`src/rtl/sld_pkg.sv`:
```
// Shared constants and types for the sync/length/checksum deframer.
`timescale 1ns / 1ps
`default_nettype none

package sld_pkg;

  localparam int MAX_PAYLOAD = 32;
  localparam int STORE_DEPTH = 32;
  localparam int LEN_LIMIT   = (MAX_PAYLOAD < STORE_DEPTH) ? MAX_PAYLOAD : STORE_DEPTH;
  localparam int ADDR_W      = $clog2(STORE_DEPTH);
  localparam int LEN_W       = 6;
  localparam int CNT_W       = 32;

  localparam logic [7:0] SYNC_FIRST  = 8'hAA;
  localparam logic [7:0] SYNC_SECOND = 8'h55;

  localparam logic KIND_DATA = 1'b0;
  localparam logic KIND_ERR  = 1'b1;

  // Frame close event from the parser to the readout sequencer.
  typedef struct packed {
    logic             valid;
    logic             good;
    logic [LEN_W-1:0] len;
    logic             cv;
    logic [CNT_W-1:0] good_cnt;
    logic [CNT_W-1:0] bad_cnt;
  } sld_close_t;

endpackage

`default_nettype wire

```
`src/rtl/sld_ram.sv`:
```
// Single-port-write, single-port-read synchronous RAM with registered read data.
`timescale 1ns / 1ps
`default_nettype none

module sld_ram #(
  parameter int DEPTH = 32,
  parameter int WIDTH = 8,
  parameter int AW    = $clog2(DEPTH)
) (
  input  wire logic             clk,
  input  wire logic             wr_en,
  input  wire logic [AW-1:0]    wr_addr,
  input  wire logic [WIDTH-1:0] wr_data,
  input  wire logic             rd_en,
  input  wire logic [AW-1:0]    rd_addr,
  output logic      [WIDTH-1:0] rd_data
);

  logic [WIDTH-1:0] mem [DEPTH];

  always_ff @(posedge clk) begin
    if (wr_en) begin
      mem[wr_addr] <= wr_data;
    end
    if (rd_en) begin
      rd_data <= mem[rd_addr];
    end
  end

endmodule

`default_nettype wire

```
`src/rtl/sld_parse.sv`:
```
// Byte parser: sync hunt, length, payload store writes, checksum check, frame counters.
`timescale 1ns / 1ps
`default_nettype none

module sld_parse import sld_pkg::*; (
  input  wire logic              clk,
  input  wire logic              rst_n,
  input  wire logic              acc,
  input  wire logic [7:0]        rx_byte,
  input  wire logic              cfg_we,
  input  wire logic              cfg_wdata,
  output logic                   wr_en,
  output logic      [ADDR_W-1:0] wr_addr,
  output logic      [7:0]        wr_data,
  output sld_close_t             close_r
);

  typedef enum logic [2:0] {
    PH_HUNT,
    PH_SYNC2,
    PH_LEN,
    PH_DATA,
    PH_CSUM
  } phase_t;

  phase_t           phase_r;
  logic [LEN_W-1:0] exp_len_r;
  logic [LEN_W-1:0] fill_r;
  logic [LEN_W-1:0] fill_nxt;
  logic [7:0]       sum_r;
  logic [CNT_W-1:0] good_r;
  logic [CNT_W-1:0] bad_r;
  logic             cnt_en_r;

  assign fill_nxt = fill_r + LEN_W'(1);
  assign wr_en    = acc && (phase_r == PH_DATA);
  assign wr_addr  = fill_r[ADDR_W-1:0];
  assign wr_data  = rx_byte;

  always_ff @(posedge clk) begin
    if (!rst_n) begin
      phase_r       <= PH_HUNT;
      exp_len_r     <= '0;
      fill_r        <= '0;
      sum_r         <= '0;
      good_r        <= '0;
      bad_r         <= '0;
      cnt_en_r      <= 1'b1;
      close_r       <= '0;
    end else begin
      close_r.valid <= 1'b0;
      if (cfg_we) begin
        cnt_en_r <= cfg_wdata;
      end
      if (acc) begin
        case (phase_r)
          PH_HUNT: begin
            if (rx_byte == SYNC_FIRST) phase_r <= PH_SYNC2;
          end
          PH_SYNC2: begin
            if (rx_byte == SYNC_SECOND) phase_r <= PH_LEN;
            else if (rx_byte != SYNC_FIRST) phase_r <= PH_HUNT;
          end
          PH_LEN: begin
            if (rx_byte == 8'd0 || rx_byte > 8'(LEN_LIMIT)) begin
              phase_r <= PH_HUNT;
            end else begin
              exp_len_r <= rx_byte[LEN_W-1:0];
              fill_r    <= '0;
              sum_r     <= rx_byte;
              phase_r   <= PH_DATA;
            end
          end
          PH_DATA: begin
            fill_r <= fill_nxt;
            sum_r  <= sum_r + rx_byte;
            if (fill_nxt >= exp_len_r) phase_r <= PH_CSUM;
          end
          PH_CSUM: begin
            phase_r       <= PH_HUNT;
            close_r.valid <= 1'b1;
            close_r.len   <= exp_len_r;
            close_r.cv    <= cnt_en_r && (exp_len_r >= LEN_W'(2));
            if (rx_byte == sum_r) begin
              good_r           <= good_r + CNT_W'(1);
              close_r.good     <= 1'b1;
              close_r.good_cnt <= good_r + CNT_W'(1);
              close_r.bad_cnt  <= bad_r;
            end else begin
              bad_r            <= bad_r + CNT_W'(1);
              close_r.good     <= 1'b0;
              close_r.good_cnt <= good_r;
              close_r.bad_cnt  <= bad_r + CNT_W'(1);
            end
          end
          default: begin
            phase_r <= PH_HUNT;
          end
        endcase
      end
    end
  end

endmodule

`default_nettype wire

```
`src/rtl/sld_emit.sv`:
```
// Readout sequencer: walks the payload store after a good frame, output register.
`timescale 1ns / 1ps
`default_nettype none

module sld_emit import sld_pkg::*; (
  input  wire logic              clk,
  input  wire logic              rst_n,
  input  wire sld_close_t        close_i,
  output logic                   busy,
  output logic                   rd_en,
  output logic      [ADDR_W-1:0] rd_addr,
  input  wire logic [7:0]        rd_data,
  output logic                   out_tvalid,
  input  wire logic              out_tready,
  output logic      [103:0]      out_tdata,
  output logic                   out_tlast,
  output logic                   out_tuser
);

  logic             busy_r;
  logic             run_r;
  logic             pend_r;
  logic [LEN_W-1:0] len_r;
  logic [LEN_W-1:0] idx_r;
  logic [ADDR_W-1:0] pidx_r;
  logic             cv_r;
  logic [CNT_W-1:0] good_r;
  logic [CNT_W-1:0] bad_r;
  logic [7:0]       b0_r;
  logic [7:0]       b1_r;
  logic             ov_r;
  logic             o_kind_r;
  logic [7:0]       o_data_r;
  logic [ADDR_W-1:0] o_pos_r;
  logic             o_last_r;
  logic             o_cv_r;
  logic [15:0]      o_cval_r;
  logic             p_last;
  logic [15:0]      cval_now;

  assign busy     = busy_r || close_i.valid;
  assign rd_en    = busy_r && run_r && !pend_r && (idx_r < len_r) && (!ov_r || out_tready);
  assign rd_addr  = idx_r[ADDR_W-1:0];
  assign p_last   = ({1'b0, pidx_r} + LEN_W'(1)) == len_r;
  assign cval_now = (pidx_r == ADDR_W'(1)) ? {b0_r, rd_data} : {b0_r, b1_r};

  always_ff @(posedge clk) begin
    if (!rst_n) begin
      busy_r <= 1'b0;
      run_r  <= 1'b0;
      pend_r <= 1'b0;
      ov_r   <= 1'b0;
    end else begin
      pend_r <= rd_en;
      if (rd_en) begin
        pidx_r <= idx_r[ADDR_W-1:0];
        idx_r  <= idx_r + LEN_W'(1);
      end
      if (ov_r && out_tready) begin
        ov_r <= 1'b0;
        if (o_last_r) busy_r <= 1'b0;
      end
      if (close_i.valid) begin
        busy_r <= 1'b1;
        run_r  <= close_i.good;
        len_r  <= close_i.len;
        cv_r   <= close_i.cv;
        good_r <= close_i.good_cnt;
        bad_r  <= close_i.bad_cnt;
        idx_r  <= '0;
        if (!close_i.good) begin
          ov_r     <= 1'b1;
          o_kind_r <= KIND_ERR;
          o_data_r <= '0;
          o_pos_r  <= '0;
          o_last_r <= 1'b1;
          o_cv_r   <= 1'b0;
          o_cval_r <= '0;
        end
      end
      if (pend_r) begin
        ov_r     <= 1'b1;
        o_kind_r <= KIND_DATA;
        o_data_r <= rd_data;
        o_pos_r  <= pidx_r;
        o_last_r <= p_last;
        o_cv_r   <= p_last && cv_r;
        o_cval_r <= (p_last && cv_r) ? cval_now : 16'd0;
        if (pidx_r == ADDR_W'(0)) b0_r <= rd_data;
        if (pidx_r == ADDR_W'(1)) b1_r <= rd_data;
      end
    end
  end

  assign out_tvalid = ov_r;
  assign out_tlast  = o_last_r;
  assign out_tuser  = o_kind_r;
  assign out_tdata  = {4'd0, bad_r, good_r, o_cval_r, o_cv_r, len_r, o_pos_r, o_data_r};

endmodule

`default_nettype wire

```
`src/rtl/sync_length_checksum_deframer.sv`:
```
// Top level of the sync/length/checksum deframer.
//
//  channel | dir | handshake           | content
//  in_     | in  | in_tvalid/in_tready | tdata[7:0] rx_byte
//  out_    | out | out_tvalid/tready   | tdata, tlast = last_of_run, tuser = result_kind
//  cfg_    | in  | cfg_we              | cfg_wdata = counter_enable
//
// One input byte per cycle while parsing; in_tready drops from the checksum byte
// until the last result of that frame is taken.
// Readout reads each payload byte from the store, then loads it into the output register
// before the next read, so a frame blocks input through its readout plus output stalls.
// A checksum error gives one result, registered in the parser close event and then in the output register.
// Synchronous active-low reset; the payload store is not cleared.
`timescale 1ns / 1ps
`default_nettype none

module sync_length_checksum_deframer import sld_pkg::*; (
  input  wire logic         clk,
  input  wire logic         rst_n,
  input  wire logic         in_tvalid,
  output logic              in_tready,
  input  wire logic [7:0]   in_tdata,   // [7:0] rx_byte
  output logic              out_tvalid,
  input  wire logic         out_tready,
  // [7:0] data_byte, [12:8] byte_position, [18:13] frame_length, [19] counter_valid,
  // [35:20] counter_value, [67:36] good_frame_count, [99:68] bad_checksum_count
  output logic      [103:0] out_tdata,
  output logic              out_tlast,
  output logic              out_tuser,  // [0] result_kind
  input  wire logic         cfg_we,
  input  wire logic         cfg_wdata
);

  logic              acc;
  logic              busy;
  logic              wr_en;
  logic [ADDR_W-1:0] wr_addr;
  logic [7:0]        wr_data;
  logic              rd_en;
  logic [ADDR_W-1:0] rd_addr;
  logic [7:0]        rd_data;
  sld_close_t        close_ev;

  assign in_tready = !busy;
  assign acc       = in_tvalid && in_tready;

  sld_parse u_parse (
    .clk       (clk),
    .rst_n     (rst_n),
    .acc       (acc),
    .rx_byte   (in_tdata),
    .cfg_we    (cfg_we),
    .cfg_wdata (cfg_wdata),
    .wr_en     (wr_en),
    .wr_addr   (wr_addr),
    .wr_data   (wr_data),
    .close_r   (close_ev)
  );

  sld_ram #(
    .DEPTH (STORE_DEPTH),
    .WIDTH (8)
  ) u_ram (
    .clk     (clk),
    .wr_en   (wr_en),
    .wr_addr (wr_addr),
    .wr_data (wr_data),
    .rd_en   (rd_en),
    .rd_addr (rd_addr),
    .rd_data (rd_data)
  );

  sld_emit u_emit (
    .clk        (clk),
    .rst_n      (rst_n),
    .close_i    (close_ev),
    .busy       (busy),
    .rd_en      (rd_en),
    .rd_addr    (rd_addr),
    .rd_data    (rd_data),
    .out_tvalid (out_tvalid),
    .out_tready (out_tready),
    .out_tdata  (out_tdata),
    .out_tlast  (out_tlast),
    .out_tuser  (out_tuser)
  );

endmodule

`default_nettype wire

```
`config.mk`:
```
export PLATFORM = sky130hd
export DESIGN_NAME = sync_length_checksum_deframer
export DESIGN_NICKNAME = d
export VERILOG_FILES = /design/src/rtl/sld_pkg.sv /design/src/rtl/sld_ram.sv /design/src/rtl/sld_parse.sv /design/src/rtl/sld_emit.sv /design/src/rtl/sync_length_checksum_deframer.sv
export SDC_FILE = /design/constraint.sdc
export NUM_CORES = 1
export LEC_CHECK = 0
export BUFFER_PORTS_ARGS = -buffer_cell sky130_fd_sc_hd__buf_4
export CORE_MARGIN = 3
export CORE_UTILIZATION = 25
export DETAILED_ROUTE_END_ITERATION = 10
export PLACE_DENSITY_LB_ADDON = 0.15
export RECOVER_POWER = 25
export SKIP_CTS_REPAIR_TIMING = 1
export SLEW_MARGIN = 20
export SYNTH_ARGS = -nofsm -noshare
export SYNTH_HDL_FRONTEND = slang
export SYNTH_HIERARCHICAL = 1
export SYNTH_SLANG_ARGS = --single-unit
```
`constraint.sdc`:
```
create_clock -name clk -period 3.1 [get_ports clk]
set_input_delay 0.155 -clock clk [delete_from_list [all_inputs] [get_ports clk]]
set_output_delay 0.155 -clock clk [all_outputs]
set_load 0.01 [all_outputs]
```
==> impl_metrics.env <==
export IMPL_status="complete, but fails checks"
export IMPL_synth_area_um2=23300
export IMPL_seq_area_frac_synth_pct=64.96
export IMPL_grt_use_met2_pct=20.62
export IMPL_hpwl_um=39950
export IMPL_cellLeakagePower_nw=9.040
export IMPL_grt_first_pass_wirelength_um=94390
export IMPL_synthTopCellsByArea="edfxtp_1 (51%), dfxtp_1 (14%), mux4_2 (7.7%)"
export IMPL_grt_overflow=0
export IMPL_crit_path_frequent_cell="buf_4"
export IMPL_synth_edf_count=394
export IMPL_hold_class="in -> reg"
export IMPL_use_met3_pct=2.773
export IMPL_power_switching_mw=3.333
export IMPL_syn_avg_cell_area_um2=13.59
export IMPL_gr_usage_met1_pct=16.88
export IMPL_maxCapViolations=1
export IMPL_pwr_share_comb_pct=1.4
export IMPL_slew_violations=37
export IMPL_cts_sinks=559
export IMPL_nNetsFinal=1909
export IMPL_violations="capacitance limit, slew limit"
export IMPL_synth_distinct_cells=71
export IMPL_dieArea_um2=96890
export IMPL_slew_headroom_pct=-17.67
export IMPL_finalCritPeriodShare_pct=90.42
export IMPL_required_ns=3.35
export IMPL_finalHoldViolations=0
export IMPL_clock_skew_ns=0.06627
export IMPL_die_w_um=311.3
export IMPL_slowest_delay_ns=0.60
export IMPL_async_reset_ff_share_pct=0
export IMPL_worstSetupPathType="reg -> reg"
export IMPL_syn_inst=1714
export IMPL_power_frac_seq_pct=50.2
export IMPL_cts_buffers_inserted=70
export IMPL_busiest_layer="met2"
export IMPL_post_dp_cell_area_um2=25850
export IMPL_worst_path_max_delay_cell="or3b_2"
export IMPL_vias_per_cell=4.533
export IMPL_core_area_um2=92080
export IMPL_finish_utilization_pct=30.49
export IMPL_antenna_left=0
export IMPL_wirelength_um=61590
export IMPL_dieHeight_um=311.3
export IMPL_irDropWorstVdd_mv=0.3390
export IMPL_clock_path_buffers=3
export IMPL_layout_drive_gt1_share_pct=20.61
export IMPL_internal_power_mw=12.54
export IMPL_p_per_area_nw_per_um2=565.4
export IMPL_rrSetupSlack_ns=0.30
export IMPL_timing_fmax_ghz=0.3568
export IMPL_fin_hold_ws_ns=0.02470
export IMPL_synth_warnings=6
export IMPL_root_buffer="clkbuf_16"
export IMPL_grt_pass1_vias=14640
export IMPL_drc=0
export IMPL_drtPass1Iterations=5
export IMPL_antenna_found_initial=7
export IMPL_netlist_area_leader_share_pct=50.78
export IMPL_clk_latency_ns=0.61
export IMPL_final_area_um2=28080
export IMPL_swShare_pct=20.99
export IMPL_htreeDepth=3
export IMPL_areaGrowthSynthToFinish_pct=20.52
export IMPL_route_vias_total=14380
export IMPL_setup_violations=0
export IMPL_grt_util_all_layers_pct=12.62
export IMPL_yosys_area_top_type="edfxtp_1"
export IMPL_finalCriticalPeriod_ns=2.803
export IMPL_grt_start_max_net_pins=136
export IMPL_floorplan_rows=111
export IMPL_arrival_ns=3.06
export IMPL_wl_per_cell_um=19.42
export IMPL_startpoint_type="flip-flop"
export IMPL_clk_pin_slew_worst_paths_ns=0.05
export IMPL_gp_congestion=0.7548
export IMPL_num_io_pins=122
export IMPL_critPathMaxFanout=9
export IMPL_cp_end_kind="flip-flop"
export IMPL_drt_iter0_drc=888
export IMPL_start_util_pct=25.30
export IMPL_tns_ns=0
export IMPL_p_clk_share_pct=48.5
export IMPL_worstPathCellList="or2_2, nor2b_1, buf_4, nand2_1, clkinv_1, or3b_2, nor2_1, buf_4"
export IMPL_tightestPinTransition_ns=1.765
export IMPL_ys_ff_latch=559
export IMPL_portBuffers=117
export IMPL_cts_tree="built"
export IMPL_ys_flop_type="edfxtp_1"
export IMPL_rsz0062_at_grt="false"
export IMPL_p_total_mw=15.88
cell usage after synthesis (9+ instances only):
master and n:
edfxtp_1 394, dfxtp_1 165, nor2_1 139, nand2_1 103, a21oi_1 82, mux4_2 80, o21ai_0 80, xor2_1 78
nand3_1 64, clkbuf_1 62, nand4_1 44, xnor2_1 34, buf_4 33, inv_1 33, nor3_1 33, ha_1 25
or3_1 24, and2_1 23, nor4_1 22, a211oi_1 19, and3_1 15, a31oi_1 12, buf_2 12, mux2_2 9
mux2i_1 9, nand3b_1 9
final timing paths:
| kind | start | end | depth (start not counted) |
|---|---|---|---|
| worst max-delay path | u_emit/busy_r | u_ram/mem[24][5] | 8 |
| worst min-delay path | in_tdata[6] | u_ram/mem[30][6] | 1 |
| worst max register to register | u_emit/busy_r | u_ram/mem[24][5] | 8 |
| worst min register to register | u_parse/close_r[70] | u_emit/len_r[5] | 0 |
placed cells by master (no fill, tap or decap), types with 12 or more instances in the layout:
| cell | Yosys | routed |
|---|---|---|
| nor3_1 | 33 | 33 |
| nand3_1 | 64 | 64 |
| xor2_1 | 78 | 78 |
| nor4_1 | 22 | 21 |
| nand4_1 | 44 | 44 |
| clkbuf_16 | 0 | 71 |
| and2_1 | 23 | 22 |
| nand2_1 | 103 | 103 |
| mux4_2 | 80 | 80 |
| a21oi_1 | 82 | 82 |
| clkbuf_1 | 62 | 24 |
| or3_1 | 24 | 24 |
| a31oi_1 | 12 | 12 |
| buf_4 | 33 | 179 |
| o21ai_0 | 80 | 80 |
| nor2_1 | 139 | 139 |
| inv_1 | 33 | 33 |
| a211oi_1 | 19 | 19 |
| clkinv_1 | 1 | 14 |
| and3_1 | 15 | 15 |
| edfxtp_1 | 394 | 394 |
| xnor2_1 | 34 | 34 |
| dfxtp_1 | 165 | 165 |
| ha_1 | 25 | 25 |
| clkinv_2 | 0 | 13 |
cell type report:
class                   count  area (um^2)
diodes                      3        7.507
clock buffers              92         1866
clock inverters            37        317.8
fillers                  9218        64000
inverters                  35        132.6
multi-input cells        1006         7476
flip-flops and latches    559        15130
well taps                1243         1555
repair buffers            197         1589
power by group through the flow:
stage                     clock network, mW  registers (mW)  logic, mW
after floorplan                           0            8.11      0.131
final                                  7.69            7.97      0.216
after CTS                              7.97            7.96      0.219
after global placement                    0            8.12      0.213
after detailed placement                  0            8.12      0.219
after global routing                   8.29            7.96      0.240
flip-flops by register name (all words and copies together) (netlist names), 8 cells and up:
signal and cells:
u_ram/mem 256, u_parse/close_r 73, u_emit/bad_r 32, u_emit/good_r 32, u_parse/bad_r 32, u_parse/good_r 32
u_emit/o_cval_r 16, u_emit/b0_r 8, u_emit/b1_r 8, u_emit/o_data_r 8, u_parse/sum_r 8, u_ram/rd_data 8
per-stage QoR:
stage | cells | worst slack [ns]
2_1_floorplan | 1717 | 0.4034
3_3_place_gp | 3035 | 0.3611
4_1_cts | 3164 | 0.2840
3_5_place_dp | 3035 | 0.3641
5_1_grt | 3169 | 0.08555
6_report | 3172 | 0.2971
layer usage:
metal | wire [um] | share of wire [%] | vias up
li1 | - | - | 6750
met1 | 28140 | 46 | 7274
met2 | 29370 | 48 | 254
met3 | 2646 | 4.3 | 94
met4 | 1375 | 2.2 | 8
met5 | 56 | 0.091 | -
critical path: cells and delay by family, from the launching register on:
kind                   cells  cell delay (ns)
buffers and inverters      3             0.60
DFF                        1             0.32
and+or+nand+nor            5             1.51
kinds of logic after synthesis:
logic type	Yosys count	share of synthesized area, %
AOI/OAI and AO/OA	242	6.171
xor gates and xnor gates	112	4.211
adders and majority gates	26	1.429
buffers and inverters	152	3.110
DFF	559	64.96
muxes	98	8.555
other	1	0.01610
and+or+nand+nor	524	11.55
No activity file was read; power rests on OpenSTA's default activity.
